--- config.mk ---
export PLATFORM = sky130hd
export DESIGN_NAME = ps2_scancode_to_ascii_flat
export DESIGN_NICKNAME = d
export VERILOG_FILES = /design/src/hw/rtl/ps2sc_pkg.sv /design/src/hw/rtl/ps2sc_if.sv /design/src/hw/rtl/ps2_scancode_to_ascii.sv /design/src/hw/rtl/ps2sc_front.sv /design/src/hw/rtl/ps2sc_queue.sv /design/src/hw/rtl/ps2sc_back.sv /design/src/flat_wrapper.sv
export SDC_FILE = /design/constraint.sdc
export NUM_CORES = 1
export LEC_CHECK = 0
export BUFFER_PORTS_ARGS = -buffer_cell sky130_fd_sc_hd__buf_2
export CAP_MARGIN = 10
export CORE_ASPECT_RATIO = 0.6
export CORE_MARGIN = 2
export CORE_UTILIZATION = 60
export CTS_CLUSTER_SIZE = 16
export DETAILED_ROUTE_END_ITERATION = 10
export PLACE_DENSITY = 0.79
export SYNTH_ARGS = -nofsm -noshare
export SYNTH_HDL_FRONTEND = slang
export SYNTH_SLANG_ARGS = --single-unit
--- constraint.sdc ---
create_clock -name clk -period 3.4 [get_ports clk]
set_input_delay 0.17 -clock clk [delete_from_list [all_inputs] [get_ports clk]]
set_output_delay 0.17 -clock clk [all_outputs]
set_load 0.01 [all_outputs]
--- src/hw/rtl/ps2sc_pkg.sv ---
// Shared types, character constants and key translation tables for the scan code translator.
package ps2sc_pkg;

    localparam int ScanW   = 8;
    localparam int CharW   = 7;
    localparam int CodeW   = 7;
    localparam int IndexW  = 6;
    localparam int TableDepth = 64;

    localparam int QueueDepthDefault = 4;

    // Raw bytes with a meaning of their own.
    localparam logic [ScanW-1:0] ByteExt   = 8'hE0;
    localparam logic [ScanW-1:0] ByteBksp  = 8'h0E;
    localparam logic [ScanW-1:0] ByteTab   = 8'h0F;
    localparam logic [ScanW-1:0] ByteEnter = 8'h1C;

    // Key codes, with the release bit stripped.
    localparam logic [CodeW-1:0] CodeCaps   = 7'h3A;
    localparam logic [CodeW-1:0] CodeLshift = 7'h2A;
    localparam logic [CodeW-1:0] CodeRshift = 7'h36;
    localparam logic [CodeW-1:0] CodeCtrl   = 7'h1D;
    localparam logic [CodeW-1:0] CodeLast   = 7'h39;

    localparam logic [CharW-1:0] CharSpace     = 7'h20;
    localparam logic [CharW-1:0] CharCaret     = 7'h5E;
    localparam logic [CharW-1:0] CharBackslash = 7'h5C;

    // One key press on its way from the front end to the lookup stage.
    typedef struct packed {
        logic [CharW-1:0]  prefix;
        logic [IndexW-1:0] index;
        logic              upper;
        logic              ctrl;
    } cmd_t;

    localparam logic [CharW-1:0] PlainTable [TableDepth] = '{
        7'h00, 7'h1B, 7'h31, 7'h32, 7'h33, 7'h34, 7'h35, 7'h36,
        7'h37, 7'h38, 7'h39, 7'h30, 7'h2D, 7'h3D, 7'h62, 7'h74,
        7'h71, 7'h77, 7'h65, 7'h72, 7'h74, 7'h79, 7'h75, 7'h69,
        7'h6F, 7'h70, 7'h5B, 7'h5D, 7'h6E, 7'h00, 7'h61, 7'h73,
        7'h64, 7'h66, 7'h67, 7'h68, 7'h6A, 7'h6B, 7'h6C, 7'h3B,
        7'h27, 7'h60, 7'h00, 7'h5C, 7'h7A, 7'h78, 7'h63, 7'h76,
        7'h62, 7'h6E, 7'h6D, 7'h2C, 7'h2E, 7'h2F, 7'h00, 7'h2A,
        7'h00, 7'h20, 7'h00, 7'h00, 7'h00, 7'h00, 7'h00, 7'h00
    };

    localparam logic [CharW-1:0] ShiftedTable [TableDepth] = '{
        7'h00, 7'h00, 7'h21, 7'h40, 7'h23, 7'h24, 7'h25, 7'h5E,
        7'h26, 7'h2A, 7'h28, 7'h29, 7'h5F, 7'h2B, 7'h00, 7'h00,
        7'h51, 7'h57, 7'h45, 7'h52, 7'h54, 7'h59, 7'h55, 7'h49,
        7'h4F, 7'h50, 7'h7B, 7'h7D, 7'h00, 7'h00, 7'h41, 7'h53,
        7'h44, 7'h46, 7'h47, 7'h48, 7'h4A, 7'h4B, 7'h4C, 7'h3A,
        7'h22, 7'h7E, 7'h00, 7'h7C, 7'h5A, 7'h58, 7'h43, 7'h56,
        7'h42, 7'h4E, 7'h4D, 7'h3C, 7'h3E, 7'h3F, 7'h00, 7'h00,
        7'h00, 7'h00, 7'h00, 7'h00, 7'h00, 7'h00, 7'h00, 7'h00
    };

endpackage

--- src/hw/rtl/ps2sc_if.sv ---
// Valid/ready channel interfaces for scan bytes in and translated characters out.
interface ps2sc_byte_if;
    import ps2sc_pkg::*;

    logic             valid;
    logic             ready;
    logic [ScanW-1:0] scan_byte;

    modport source (output valid, output scan_byte, input ready);
    modport sink   (input valid, input scan_byte, output ready);
endinterface

interface ps2sc_char_if;
    import ps2sc_pkg::*;

    logic             valid;
    logic             ready;
    logic [CharW-1:0] prefix_char;
    logic [CharW-1:0] key_char;
    logic             ctrl_held;

    modport source (output valid, output prefix_char, output key_char, output ctrl_held,
                    input ready);
    modport sink   (input valid, input prefix_char, input key_char, input ctrl_held,
                    output ready);
endinterface

--- src/hw/rtl/ps2_scancode_to_ascii.sv ---
// Top level of the scan code set 1 to ASCII translator.
// Takes one raw set 1 keyboard byte per transfer and gives, for each press of an ordinary
// key, one transfer with the current prefix character (space, caret or backslash), the
// ASCII code of the key (zero where the table has none) and the state of ctrl. Modifier
// keys and releases update state but give no result; extension bytes and codes above 0x39 give none either.
// A byte can be taken every clock cycle unless the input stalls; each result passes through a
// command queue entry and then the output register. The command queue holds QueueDepth
// presses and the output register one more, so the input only stalls once the output side
// has held back QueueDepth + 1 results.
module ps2_scancode_to_ascii #(
    parameter int QueueDepth = ps2sc_pkg::QueueDepthDefault
) (
    input  logic         clk,
    input  logic         rst_n,
    ps2sc_byte_if.sink   keys,
    ps2sc_char_if.source chars
);
    import ps2sc_pkg::*;

    logic push;
    cmd_t push_cmd;
    logic full;
    logic pop;
    logic head_valid;
    cmd_t head_cmd;

    ps2sc_front u_front (
        .clk      (clk),
        .rst_n    (rst_n),
        .keys     (keys),
        .full     (full),
        .push     (push),
        .push_cmd (push_cmd)
    );

    ps2sc_queue #(
        .QueueDepth (QueueDepth)
    ) u_queue (
        .clk        (clk),
        .rst_n      (rst_n),
        .push       (push),
        .push_cmd   (push_cmd),
        .full       (full),
        .pop        (pop),
        .head_valid (head_valid),
        .head_cmd   (head_cmd)
    );

    ps2sc_back u_back (
        .clk        (clk),
        .rst_n      (rst_n),
        .head_valid (head_valid),
        .head_cmd   (head_cmd),
        .pop        (pop),
        .chars      (chars)
    );

endmodule

--- src/hw/rtl/ps2sc_front.sv ---
// Front end: takes scan bytes, tracks modifier flags and the prefix, classifies key presses.
module ps2sc_front (
    input  logic              clk,
    input  logic              rst_n,
    ps2sc_byte_if.sink        keys,
    input  logic              full,
    output logic              push,
    output ps2sc_pkg::cmd_t   push_cmd
);
    import ps2sc_pkg::*;

    logic             caps_reg,  caps_next;
    logic             shift_reg, shift_next;
    logic             ctrl_reg,  ctrl_next;
    logic [CharW-1:0] prefix_reg, prefix_next;

    logic [ScanW-1:0] raw;
    logic [CodeW-1:0] code;
    logic             press;
    logic             take;
    logic             modifier;

    function automatic logic is_shift_only(input logic [CodeW-1:0] c);
        return (c >= 7'h02 && c <= 7'h0E) || (c >= 7'h1A && c <= 7'h1C) ||
               (c >= 7'h27 && c <= 7'h29) || c == 7'h2B ||
               (c >= 7'h33 && c <= 7'h35);
    endfunction

    function automatic logic is_letter(input logic [CodeW-1:0] c);
        return (c >= 7'h10 && c <= 7'h19) || (c >= 7'h1E && c <= 7'h26) ||
               (c >= 7'h2C && c <= 7'h32);
    endfunction

    assign keys.ready = ~full;

    assign raw   = keys.scan_byte;
    assign code  = raw[CodeW-1:0];
    assign press = ~raw[ScanW-1];
    assign take  = keys.valid && keys.ready && raw != ByteExt;
    assign modifier = code == CodeLshift || code == CodeRshift || code == CodeCtrl ||
                      code == CodeCaps;

    always_comb
    begin
        caps_next   = caps_reg;
        shift_next  = shift_reg;
        ctrl_next   = ctrl_reg;
        prefix_next = prefix_reg;
        if (take)
        begin
            if (raw == ByteBksp || raw == ByteEnter || raw == ByteTab)
            begin
                prefix_next = CharBackslash;
            end
            if (!press)
            begin
                prefix_next = CharSpace;
            end
            if (code == CodeCaps && press)
            begin
                caps_next = ~caps_reg;
            end
            if (code == CodeLshift || code == CodeRshift)
            begin
                shift_next = press;
            end
            if (code == CodeCtrl)
            begin
                ctrl_next = press;
                if (press)
                begin
                    prefix_next = CharCaret;
                end
            end
        end
    end

    // The command carries the prefix as it stands after this byte.
    always_comb
    begin
        push            = take && press && !modifier && code <= CodeLast;
        push_cmd.prefix = prefix_next;
        push_cmd.index  = code[IndexW-1:0];
        push_cmd.ctrl   = ctrl_reg;
        if (is_shift_only(code))
        begin
            push_cmd.upper = shift_reg;
        end
        else if (is_letter(code))
        begin
            push_cmd.upper = caps_reg ^ shift_reg;
        end
        else
        begin
            push_cmd.upper = 1'b0;
        end
    end

    always_ff @(posedge clk or negedge rst_n)
    begin
        if (!rst_n)
        begin
            caps_reg   <= 1'b0;
            shift_reg  <= 1'b0;
            ctrl_reg   <= 1'b0;
            prefix_reg <= CharSpace;
        end
        else
        begin
            caps_reg   <= caps_next;
            shift_reg  <= shift_next;
            ctrl_reg   <= ctrl_next;
            prefix_reg <= prefix_next;
        end
    end

endmodule

--- src/hw/rtl/ps2sc_queue.sv ---
// Small first-in first-out queue of key press commands between front end and lookup stage.
module ps2sc_queue #(
    parameter int QueueDepth = ps2sc_pkg::QueueDepthDefault
) (
    input  logic            clk,
    input  logic            rst_n,
    input  logic            push,
    input  ps2sc_pkg::cmd_t push_cmd,
    output logic            full,
    input  logic            pop,
    output logic            head_valid,
    output ps2sc_pkg::cmd_t head_cmd
);
    import ps2sc_pkg::*;

    localparam int PtrW = (QueueDepth > 1) ? $clog2(QueueDepth) : 1;
    localparam int CntW = $clog2(QueueDepth + 1);

    cmd_t            entries_reg [QueueDepth];
    logic [PtrW-1:0] wr_ptr_reg, wr_ptr_next;
    logic [PtrW-1:0] rd_ptr_reg, rd_ptr_next;
    logic [CntW-1:0] count_reg,  count_next;
    logic            do_push;
    logic            do_pop;

    assign full       = count_reg == CntW'(QueueDepth);
    assign head_valid = count_reg != '0;
    assign head_cmd   = entries_reg[rd_ptr_reg];
    assign do_push    = push && !full;
    assign do_pop     = pop && head_valid;

    always_comb
    begin
        wr_ptr_next = wr_ptr_reg;
        rd_ptr_next = rd_ptr_reg;
        if (do_push)
        begin
            wr_ptr_next = (wr_ptr_reg == PtrW'(QueueDepth - 1)) ? '0 : wr_ptr_reg + 1'b1;
        end
        if (do_pop)
        begin
            rd_ptr_next = (rd_ptr_reg == PtrW'(QueueDepth - 1)) ? '0 : rd_ptr_reg + 1'b1;
        end
        unique case ({do_push, do_pop})
            2'b10:   count_next = count_reg + 1'b1;
            2'b01:   count_next = count_reg - 1'b1;
            default: count_next = count_reg;
        endcase
    end

    always_ff @(posedge clk)
    begin
        if (do_push)
        begin
            entries_reg[wr_ptr_reg] <= push_cmd;
        end
    end

    always_ff @(posedge clk or negedge rst_n)
    begin
        if (!rst_n)
        begin
            wr_ptr_reg <= '0;
            rd_ptr_reg <= '0;
            count_reg  <= '0;
        end
        else
        begin
            wr_ptr_reg <= wr_ptr_next;
            rd_ptr_reg <= rd_ptr_next;
            count_reg  <= count_next;
        end
    end

endmodule

--- src/hw/rtl/ps2sc_back.sv ---
// Back end: looks the key up in the character tables and holds the result for the sink.
module ps2sc_back (
    input  logic            clk,
    input  logic            rst_n,
    input  logic            head_valid,
    input  ps2sc_pkg::cmd_t head_cmd,
    output logic            pop,
    ps2sc_char_if.source    chars
);
    import ps2sc_pkg::*;

    logic             valid_reg, valid_next;
    logic [CharW-1:0] prefix_reg;
    logic [CharW-1:0] key_reg;
    logic             ctrl_reg;
    logic [CharW-1:0] key_lookup;

    // The output register takes a new command when it is empty or its transfer completes.
    assign pop        = head_valid && (!valid_reg || chars.ready);
    assign key_lookup = head_cmd.upper ? ShiftedTable[head_cmd.index]
                                       : PlainTable[head_cmd.index];

    always_comb
    begin
        valid_next = valid_reg;
        if (pop)
        begin
            valid_next = 1'b1;
        end
        else if (chars.ready)
        begin
            valid_next = 1'b0;
        end
    end

    always_ff @(posedge clk)
    begin
        if (pop)
        begin
            prefix_reg <= head_cmd.prefix;
            key_reg    <= key_lookup;
            ctrl_reg   <= head_cmd.ctrl;
        end
    end

    always_ff @(posedge clk or negedge rst_n)
    begin
        if (!rst_n)
        begin
            valid_reg <= 1'b0;
        end
        else
        begin
            valid_reg <= valid_next;
        end
    end

    assign chars.valid       = valid_reg;
    assign chars.prefix_char = prefix_reg;
    assign chars.key_char    = key_reg;
    assign chars.ctrl_held   = ctrl_reg;

endmodule

--- src/flat_wrapper.sv ---
// flat-port wrapper written by rule: the top's interface ports become plain ports
module ps2_scancode_to_ascii_flat import ps2sc_pkg::*;
#(
    parameter int QueueDepth = ps2sc_pkg::QueueDepthDefault
)
  (clk, rst_n, keys_valid, keys_scan_byte, keys_ready, chars_valid, chars_prefix_char, chars_key_char, chars_ctrl_held, chars_ready);
  ps2sc_byte_if keys_i ();
  ps2sc_char_if chars_i ();
  input  logic clk;
  input  logic rst_n;
  input wire logic [$bits(keys_i.valid)-1:0] keys_valid;
  input wire logic [$bits(keys_i.scan_byte)-1:0] keys_scan_byte;
  output wire logic [$bits(keys_i.ready)-1:0] keys_ready;
  output wire logic [$bits(chars_i.valid)-1:0] chars_valid;
  output wire logic [$bits(chars_i.prefix_char)-1:0] chars_prefix_char;
  output wire logic [$bits(chars_i.key_char)-1:0] chars_key_char;
  output wire logic [$bits(chars_i.ctrl_held)-1:0] chars_ctrl_held;
  input wire logic [$bits(chars_i.ready)-1:0] chars_ready;
  assign keys_i.valid = keys_valid;
  assign keys_i.scan_byte = keys_scan_byte;
  assign keys_ready = keys_i.ready;
  assign chars_valid = chars_i.valid;
  assign chars_prefix_char = chars_i.prefix_char;
  assign chars_key_char = chars_i.key_char;
  assign chars_ctrl_held = chars_i.ctrl_held;
  assign chars_i.ready = chars_ready;
  ps2_scancode_to_ascii #(.QueueDepth(QueueDepth)) u_core (.clk(clk), .rst_n(rst_n), .keys(keys_i), .chars(chars_i));
endmodule
* After elaboration in Yosys (flattened, before gate mapping) *
Memory sizes are Yosys's and may differ from the RTL's.
Cells that the tools add are included.

operators by class
  add/subtract/negate cells = 4
  magnitude comparators = 16
  equality and inequality tests = 14
  mux-type cells = 19
  bitwise gates (word level) = 5
  reduce and logical (&&, ||, !) cells = 37

operators by type and width
  operator             count
  $mux 7               10
  $le 7x6->1 const B   5
  $eq 7x6->1 const B   4
  $ge 7x5->1 const B   3
  $ge 7x6->1 const B   3
  $eq 8x4->1 const B   2
  $logic_and 1x1->1    16
  $le 7x5->1 const B   2
  $logic_or 1x1->1     12
  $eq 8x5->1 const B   1
  $ne 8x8->1 const B   1
  $eq 7x5->1 const B   1
  $ge 7x2->1 const B   1
  $ge 7x7->1 const B   1
  $le 7x4->1 const B   1
  $not 6->7            1
  $eq 2x2->1 const B   3
  $mux 1               6
  $pmux 3 s2           1
  $reduce_and 2->1     3
  $add 2x1->2 const B  2
  $mux 2               2
  $reduce_bool 2->1    2
  $add 3x1->3 const B  1
  7 further kinds      11

word-level totals
  bits in registers = 33
  bits in writable memories = 60
  memory bits (read-only) = 896
  bits of input ports = 12
  output and inout bits = 17
  logic and storage cells = 109
  memories = 3

memories
  name                        depth  bits a word  rd ports  clocked after memory_dff  wr ports  RTL line           text
  (no name shown)             64     7            1         0                         0         ps2sc_back.sv:21   : PlainTable[head_cmd.index];
  (no name shown)             64     7            1         0                         0         ps2sc_back.sv:20   assign key_lookup = head_cmd.upper ? ShiftedTable[head_cmd.index]
  u_core.u_queue.entries_reg  4      15           1         0                         1         ps2sc_queue.sv:19  cmd_t entries_reg [QueueDepth];

* Logic depth before layout (Yosys ltp) *
Gate-level depths: netlist (run 1).

  depth in word-level cells = 10
  gate-level depth with buffers = 13

* By module *
Synthesis (run 1) repeated with hierarchy kept, for this count alone.

second synthesis, totals
  cell total of the unflattened synthesis = 406
  area total of the unflattened synthesis = 5,161.2 µm²

by module, submodules not included
  module       times used  cells each  area each (µm²)
  ps2sc_queue  1           119         2,660.1
  ps2sc_back   1           195         1,655.3
  ps2sc_front  1           92          845.8

* Least setup slack after synthesis (run 1) *
No wires, ideal clock.

  path kind = register to register
  start = reg u_core.u_queue.rd_ptr_reg[0]
  end = reg u_core.u_back.key_reg[2] (netlist: u_core.u_back.chars.key_char[2]) (data pin)
  library setup time = 0.262 ns
  data arrival time = 2.454 ns
  setup slack = 0.684 ns
  cell stages (with the launch flop) = 12
  path buffers = 4
  clock period less this slack = 2.716 ns
  cells stage by stage = dfrtp_1 > buf_6 > mux4_2 > clkbuf_4 > clkbuf_1 > ha_1 > clkbuf_1 > nand2_1 > o21ai_0 > a221oi_1 > a221oi_1 > a2bb2oi_1

between the ends
  cells in the longest elaborated chain, start to end = 6

ends and longest elaborated chain
  item                                           RTL line                            text
  start, declared                                ps2sc_queue.sv:21                   logic [PtrW-1:0] rd_ptr_reg, rd_ptr_next;
  start signal, assigned                         ps2sc_queue.sv:70                   rd_ptr_reg <= rd_ptr_next;
  $mem_v2 4x15 (*)                               --
  $not 6->7 (implied by the code)                ps2sc_back.sv:20, ps2sc_back.sv:21
  $mem_v2 64x7, on equally long branches         --
  $mux 7, on equally long branches (2 in a row)  ps2sc_back.sv:21, ps2sc_back.sv:20
  $mux 7 (*)                                     ps2sc_back.sv:20
  net u_core.u_back.key_lookup[2]                ps2sc_back.sv:16                    logic [CharW-1:0] key_lookup;
  end signal, assigned                           ps2sc_back.sv:41                    key_reg <= key_lookup;
  end, declared                                  ps2sc_back.sv:14                    logic [CharW-1:0] key_reg;

The timed path passes the listed nets; every way through them passes the cells marked *. The select of a mux whose other input is x is not followed.
A chain may end at the register's enable or synchronous reset.

* Final worst setup path (run 1) *
Ends and elaborated chain as after synthesis.

==> flow_summary.ini, run 1 <==
[outcome]
status = finished, final reports clean

[cells_and_area]
drive_gt1_frac = 0.1972
largest_register_ffs = 60
nFillCells = 536
final_nets = 458
stdcell_area_sq_um = 5503
fin_util = 0.6953
syn2layout_area_growth_pct = 11.60

[place]
port-buffer-count = 28
dpl.hpwl_microns = 7960
place_congestion = 1.008
placed_area_sq_um = 5167

[detailed_routing]
vias = 3665
routed_via_density = 6.725
wirelength_microns = 11960
ant_nets = 0
drc = 0
drtIter0Drc = 690
drt_pass1_iterations = 5
wl_per_cell_microns = 21.94

[setup_path]
worst-path-buf-inv = 0
reg2regPathDepth = 7
crit_family = compound AO/OA/AOI/OAI gates
endpoint_kind = flop
regToRegEndpoint = u_core.u_back.chars.key_char[2]
slowest_stage = dfrtp_1
r2r_start = u_core.u_queue.rd_ptr_reg[0]
critPathLaunchType = flop
critPathMaxStageDelay_ns = 0.73
worst_path_most_repeated_cell = a221oi_1
cp_max_fo = 11
path_class = flop to flop
crit_chain = mux4_2, ha_1, nand2_1, o21ai_0, a221oi_1, a221oi_1, a2bb2oi_1
worst_ep_arrival_time_ns = 3.17
required_ns = 3.48
r2r_slack_ns = 0.31

[logic_synthesis]
synth-seq-cells = 93
synth_edf_count = 75
synthesis.area_sq_um = 4931
synthesis.nets = 433
yosys.area.top_type = edfxtp_1
yosys-top-cells-count = 75 x edfxtp_1, 29 x nand2_1, 23 x a21oi_1
ys.flop_type = edfxtp_1
synthArstFlopShare = 0.1935
ys_seq_area_frac = 0.5483
ys_warn_count = 0
syn_inst = 406
synth_area_per_cell_sq_um = 12.15
synth_most_common_cell = edfxtp_1
synth_top_area_frac = 0.4567
yosysUniqueCellTypes = 64
synth_area_leaders = edfxtp_1 46%, dfrtp_1 8.6%, mux4_2 6.9%

[floorplanning]
die_area_sq_um = 8983
die_y_microns = 74.22
rows = 25
core_sq_um = 7914
ios = 29
die_x_microns = 121.0
start_util = 0.6231

[flow_run]
maxCapViolCount = 0

[min_path]
hold_path_startpoint = chars_ready
holdPathStages = 2
hold_path.class = input port to flop
hold-path-endpoint = u_core.u_back.chars.valid

[clock_network]
clk_latency_ns = 0.34
clockBufferDepth = 2
cts_buffers = 9
tritoncts = done
clockRootBuffer = clkbuf_16
post_cts_buffers = 0
cts.clk_slew.worst_paths_ns = 0.07
clock-sinks = 93
cts_resized = 0
cts_max_level = 3

[timing]
rsz0062_at_grt = false
hold_viol = 0
setup_viol = 0
fin_skew_ns = 0.008785
setup-tns-final_ns = 0
fin_crit_ns = 3.095
hold_ws_ns = 0.04355
period_share = 0.9102
slew_viol_final = 0
slew_headroom = 0.5771
max_freq_mhz = 323.1
worstMarginPinSlew_ns = 0.6344

[power]
power_switching_uw = 2129
powerDensity_nw_per_um2 = 948.7
cellLeakagePower_uw = 0.002031
ir_drop_uv = 434.1
p_int_uw = 3091
power_frac_comb = 0.484
swShare = 0.4079
clockPowerShare = 0.204
p_seq_frac = 0.312

[global_routing]
antenna_found_initial = 0
grt_max_degree = 35
grtUsageTotal = 0.2836
grt_pass1_vias = 3438
grt_remaining_overflow = 0
grt_pass1_wl_microns = 18830
==> layer usage <==
| layer | routed length [microns] | up-vias | track usage |
|---|---|---|---|
| met3 | 1452 | 34 | 0.09126 |
| met5 | 0 | - | 0 |
| met4 | 202 | 0 | 0.07235 |
| li1 | - | 1606 | - |
| met2 | 5341 | 265 | 0.4345 |
| met1 | 4960 | 1760 | 0.4005 |
==> worst max path at each step <==
stage / start / end / slack [ns] / cells after the start
floorplan: u_core.u_queue.rd_ptr_reg[0] / u_core.u_back.chars.key_char[2] / 0.68 / 11
global placement: u_core.u_queue.rd_ptr_reg[0] / u_core.u_back.chars.key_char[4] / 0.50 / 6
detailed placement: u_core.u_queue.rd_ptr_reg[0] / u_core.u_back.chars.key_char[1] / 0.40 / 7
CTS: u_core.u_queue.rd_ptr_reg[0] / u_core.u_back.chars.key_char[2] / 0.37 / 7
global route: u_core.u_queue.rd_ptr_reg[0] / u_core.u_back.chars.key_char[4] / 0.11 / 9
finish: u_core.u_queue.rd_ptr_reg[0] / u_core.u_back.chars.key_char[2] / 0.31 / 7
==> cell usage in the layout, fill, tap and decap left out, types with 3 or more instances in the layout <==
master      n
nor2_1     22
and2_1      5
xor2_1      5
o21ai_0    22
o21ai_1     8
mux2_2      7
nor2b_1     6
a41oi_1     3
buf_4      15
nand3_1     9
o21a_1      4
edfxtp_1   75
buf_2      28
nand4_1     4
xnor2_1     4
clkbuf_16   9
ha_1       14
nor3_1      3
a31oi_1     3
dfrtp_1    17
o211ai_1    9
nand2b_1    8
a21oi_1    22
o221ai_1    3
nand2_1    29
mux4_2     15
a211oi_1    3
mux2i_1     7
a221oi_1    6
inv_1      19
==> what timing repair did <==
item | CTS | global route
setup endpoints to repair | 0 | 0
hold endpoints to repair | 17 | 0
hold buffers | 1 | 0
==> final cells by class <==
class | count | area [sq um] | share of cell area
flip-flops and latches | 93 | 2704 | 0.4914
multi-input cells | 262 | 1997 | 0.3629
repair buffers | 44 | 262.8 | 0.04775
clock buffers | 10 | 229.0 | 0.04161
well taps | 108 | 135.1 | 0.02456
clock inverters | 6 | 93.84 | 0.01705
inverters | 21 | 78.83 | 0.01432
diodes | 1 | 2.502 | 0.0004548
==> power by group through the flow <==
stage,Sequential [uW],Clock (uW),Combinational (uW)
after global routing,1660,1110,2690
after detailed placement,1650,0,2400
after floorplan,1630,0,1780
final,1630,1060,2530
after global placement,1630,0,2330
after CTS,1630,1070,2420
==> through the flow <==
stage	instances	worst slack [ns]	total power [uW]
after floorplan	406	0.6842	3409
after global placement	527	0.5044	3962
after detailed placement	527	0.3967	4051
after CTS	544	0.3678	5129
after global routing	544	0.1085	5462
final	545	0.3052	5220
==> cell families (layout without fill, tap and decap cells) <==
family                   count (synthesis)  in the layout  share of synthesized area
other                                    0              1                          0
AO/OA/AOI/OAI                          112            112                     0.1543
flip-flops                              93             93                     0.5483
XOR/XNOR                                 9              9                    0.01598
buffers and inverters                   51             81                    0.04745
AND/OR/NAND/NOR                         97             97                    0.09566
multiplexers                            29             29                    0.09871
adder cells (fa/ha/maj)                 15             15                    0.03958
Power figures use the tool's default switching activity.
==> run 2: changes to the inputs <==
==> constraint.sdc (replaced) <==
create_clock -name clk -period 3.84 [get_ports clk]
set_input_delay 0.192 -clock clk [delete_from_list [all_inputs] [get_ports clk]]
set_output_delay 0.192 -clock clk [all_outputs]
set_load 0.01 [all_outputs]
==> flow_summary.ini, run 2 (synthesis results as in run 1) <==
[detailed_routing]
wirelength_microns = 10930
vias = 3525
routed_via_density = 6.589
ant_nets = 0
drc = 0
drt_pass1_iterations = 9
drtIter0Drc = 680
wl_per_cell_microns = 20.43

[timing]
slew_headroom = 0.4199
setup-tns-final_ns = 0
worstMarginPinSlew_ns = 0.8702
max_freq_mhz = 320.4
rsz0062_at_grt = false
slew_viol_final = 0
period_share = 0.8127
worst_slack_ns = 0.7192
setup_viol = 0
hold_viol = 0
fin_crit_ns = 3.121
fin_skew_ns = 0.003914

[clock_network]
clockRootBuffer = clkbuf_16
post_cts_buffers = 0
cts_max_level = 3
clockBufferDepth = 2
cts.clk_slew.worst_paths_ns = 0.06
tritoncts = done
clk_latency_ns = 0.34
cts_buffers = 9
clock-sinks = 93

[setup_path]
endpoint_kind = flop
crit_family = compound AO/OA/AOI/OAI gates
path_class = flop to flop
worst_ep_arrival_time_ns = 3.32
critPathMaxStageDelay_ns = 0.73
required_ns = 4.04
slowest_stage = mux4_2
worst_path_most_repeated_cell = inv_1
cp_max_fo = 15
critPathLaunchType = flop
crit_chain = mux4_2, inv_1, ha_1, inv_1, nand2_1, o21ai_0, o21ai_1, a2111oi_0, a311o_1
worst-path-buf-inv = 2

[cells_and_area]
drive_gt1_frac = 0.1803
diodes = 0
final_cells = 535
largest_register_ffs = 60
final_cell_mix = 75 x edfxtp_1, 29 x nand2_1, 28 x buf_2
final_common_cell = edfxtp_1
final_nets = 449
syn2layout_area_growth_pct = 9.414
stdcell_area_sq_um = 5395

[global_routing]
grt_pass1_vias = 3317
grt_remaining_overflow = 0
grtUsageTotal = 0.2633
grt_pass1_wl_microns = 17590
antenna_found_initial = 0
grt_max_degree = 31

[flow_run]
maxCapViolCount = 0

[floorplanning]
die_y_microns = 74.22
rows = 25
die_x_microns = 121.0
start_util = 0.6231
core_sq_um = 7914
ios = 29
die_area_sq_um = 8983

[outcome]
status = finished, final reports clean

[place]
pre_cts_ws_ns = 0.8794
dpl.hpwl_microns = 7130
port-buffer-count = 28
placedCellCount = 518
place_congestion = 1.015
placed_area_sq_um = 5100

[power]
cellLeakagePower_uw = 0.001974
power_uw = 4402
ir_drop_uv = 370.3
powerDensity_nw_per_um2 = 815.9

[min_path]
hold_path.class = input port to flop
-- run 2: stage by stage --
stage	hold slack, ns	util
after detailed placement	0.1645	0.6444
after global placement	0.1529	0.6444
after global routing	0.04489	0.6817
after CTS	0.03584	0.6817
after floorplan	-0.1036	-
final	0.04371	0.6817
-- run 2: final cells by class --
cell class	count	area, sq um
Clock buffer	11	242.7
Fill cell	537	2519
Tap cell	108	135.1
Multi-Input combinational cell	262	1997
Timing Repair Buffer	35	195.2
Clock inverter	5	42.54
Sequential cell	93	2704
Inverter	21	78.83
-- run 2: power by group --
part | internal, uW | switching, uW
logic | 805 | 1340
clock network | 466 | 377
registers | 1320 | 94.7
total | 2590 | 1810
-- run 2: routing by layer --
layer / GRT usage / share of wire / routed length, microns / up-vias
met5: 0 / 0 / 0 / -
met4: 0.08915 / 0.013 / 146 / 0
met3: 0.08512 / 0.12 / 1319 / 24
met2: 0.3695 / 0.42 / 4643 / 255
met1: 0.3911 / 0.44 / 4819 / 1661
li1: - / - / - / 1585
-- run 2: worst paths after layout --
path	startpoint	endpoint	slack (ns)	depth (start not counted)
min in group asynchronous	rst_n	u_core.u_front.shift_reg	0.32	2
worst max-delay path	u_core.u_queue.rd_ptr_reg[0]	u_core.u_back.chars.key_char[1]	0.72	9
worst min register to register	u_core.u_front.caps_reg	u_core.u_front.caps_reg	0.51	1
worst min-delay path	chars_ready	u_core.u_back.chars.valid	0.04	2
max in group asynchronous	rst_n	u_core.u_front.prefix_reg[5]	3.19	2
worst max register to register	u_core.u_queue.rd_ptr_reg[0]	u_core.u_back.chars.key_char[1]	0.72	9
-- run 2: what timing repair did --
action                    CTS  global route
hold endpoints to repair   17             0
hold buffers                1             0
resized for setup           0             0
-- run 2: worst register-to-register path, stage by stage, from the launching register on --
cell and delay [ns]:
dfrtp_1 0.57, mux4_2 0.73, inv_1 0.24, ha_1 0.34, inv_1 0.22, nand2_1 0.07, o21ai_0 0.13, o21ai_1 0.09
a2111oi_0 0.38, a311o_1 0.21
==> run 3: changes to the inputs <==
--- a/config.mk
+++ b/config.mk
@@ -9,10 +9,10 @@
 export CAP_MARGIN = 10
 export CORE_ASPECT_RATIO = 0.6
 export CORE_MARGIN = 2
-export CORE_UTILIZATION = 60
+export CORE_UTILIZATION = 55
 export CTS_CLUSTER_SIZE = 16
 export DETAILED_ROUTE_END_ITERATION = 10
-export PLACE_DENSITY = 0.79
+export PLACE_DENSITY = 0.76
 export SYNTH_ARGS = -nofsm -noshare
 export SYNTH_HDL_FRONTEND = slang
 export SYNTH_SLANG_ARGS = --single-unit
==> constraint.sdc (replaced) <==
create_clock -name clk -period 2.85 [get_ports clk]
set_input_delay 0.1425 -clock clk [delete_from_list [all_inputs] [get_ports clk]]
set_output_delay 0.1425 -clock clk [all_outputs]
set_load 0.01 [all_outputs]
==> flow_summary.ini, run 3 (synthesis results as in run 1) <==
[cells_and_area]
diodes = 0
largest_register_ffs = 60
drive_gt1_frac = 0.2210
final_nets = 470
nFillCells = 622
syn2layout_area_growth_pct = 13.22
final_cell_mix = 75 x edfxtp_1, 29 x nand2_1, 28 x buf_2
final_common_cell = edfxtp_1

[floorplanning]
core_sq_um = 8621
rows = 26
die_y_microns = 77.35
die_x_microns = 126.2
start_util = 0.5720
ios = 29
die_area_sq_um = 9764

[outcome]
status = finished, final reports clean

[setup_path]
cp_max_fo = 10
critPathLaunchType = flop
r2r_start = u_core.u_queue.rd_ptr_reg[0]
worst-path-buf-inv = 1
worst_ep_arrival_time_ns = 2.94
path_class = flop to flop
slowest_stage = mux4_2
endpoint_kind = flop
crit_family = simple AND/OR/NAND/NOR gates
crit_start = u_core.u_queue.rd_ptr_reg[0]
critPathMaxStageDelay_ns = 0.63
crit_chain = buf_4, mux4_2, nor2b_1, nand2_1, a311o_1, a32oi_1
required_ns = 3.02

[timing]
worstMarginPinSlew_ns = 0.5987
period_share = 0.9698
hold_viol = 0
worst_slack_ns = 0.08612
setup-tns-final_ns = 0
fin_skew_ns = 0.008584
max_freq_mhz = 361.8
fin_crit_ns = 2.764
rsz0062_at_grt = false
slew_headroom = 0.6001
slew_viol_final = 0
setup_viol = 0

[power]
powerDensity_nw_per_um2 = 1115
cellLeakagePower_uw = 0.002085
ir_drop_uv = 654.6

[flow_run]
maxCapViolCount = 0

[detailed_routing]
vias = 3720
wirelength_microns = 11680
drtIter0Drc = 607
drt_pass1_iterations = 6
drc = 0
routed_via_density = 6.643
wl_per_cell_microns = 20.85
ant_nets = 0

[min_path]
hold_path_startpoint = keys_scan_byte[7]
hold_path.class = input port to flop

[clock_network]
cts_buffers = 9
tritoncts = done
clk_latency_ns = 0.35
cts.clk_slew.worst_paths_ns = 0.07
clock-sinks = 93
cts_max_level = 3
clockRootBuffer = clkbuf_16
clockBufferDepth = 2

[global_routing]
grt_pass1_wl_microns = 18840
grt_remaining_overflow = 0
grt_max_degree = 23
grtUsageTotal = 0.2515
antenna_found_initial = 0
grt_pass1_vias = 3508

[place]
port-buffer-count = 28
pre_cts_ws_ns = 0.1732
place_congestion = 0.9819
dpl.hpwl_microns = 7869
run 3: changes by cell type in the layout (fill, tap and decap cells not counted), sizes merged:
cell         before  now
clkbuf           11    9
clkinv            4    6
buf              34   54
dlygate4sd3       1    2
run 3: layout make-up:
class	instances	area, sq um	area share
timing repair buffer	56	355.3	0.06365
sequential	93	2705	0.4845
multi-input combinational	262	1997	0.3577
tap	112	140.1	0.02510
clock buffer	9	225.2	0.04034
inverter	21	78.83	0.01412
clock inverter	7	81.33	0.01457
run 3: power by group:
part / total (uW) / switching [uW] / internal (uW)
Sequential: 1900 / 128 / 1780
Combinational: 3130 / 1900 / 1230
Clock: 1190 / 566 / 625
Total: 6220 / 2600 / 3630
run 3: metrics by stage:
step                hold WS (ns)  utilization  power (uW)  area (sq um)  cells
floorplan                -0.1531            -        4066          4931    406
finish                   0.07424       0.6476        6223          5583    560
global placement          0.1111       0.6096        4886          5255    542
CTS                      0.05080       0.6475        6120          5582    560
global route             0.06153       0.6476        6561          5583    560
detailed placement        0.1156       0.6096        4892          5255    542
run 3: metal layers:
| metal | track usage | part of all wire | routed length (microns) | vias up |
|---|---|---|---|---|
| met5 | 0 | 0 | 0 | - |
| met4 | 0.07692 | 0.023 | 265 | 0 |
| met3 | 0.08483 | 0.13 | 1563 | 43 |
| met2 | 0.3430 | 0.41 | 4750 | 304 |
| met1 | 0.3814 | 0.44 | 5098 | 1743 |
| li1 | - | - | - | 1630 |
run 3: worst register-to-register path: cells and delay by family (launching register included):
family	cells	cell delay (ns)
AO/OA/AOI/OAI	2	0.56
buffers and inverters	1	0.19
AND/OR/NAND/NOR	2	0.77
multiplexers	1	0.64
flip-flops	1	0.44
run 3: final timing paths:
check,slack [ns],end,cells past startpoint
max in group asynchronous,2.23,u_core.u_front.prefix_reg[5],2
worst min register to register,0.51,u_core.u_queue.count_reg[0],1
worst min-delay path,0.07,u_core.u_front.shift_reg,2
worst max-delay path,0.09,u_core.u_back.chars.key_char[3],6
worst max register to register,0.09,u_core.u_back.chars.key_char[3],6
min in group asynchronous,0.27,u_core.u_front.prefix_reg[1],2
run 3: what timing repair did:
| item | in CTS | in global routing |
|---|---|---|
| endpoints found under the hold margin | 18 | 0 |
| resized for setup | 0 | 1 |
| setup endpoints to repair | 0 | 2 |
| setup buffers | 0 | 0 |
| hold buffers | 2 | 0 |
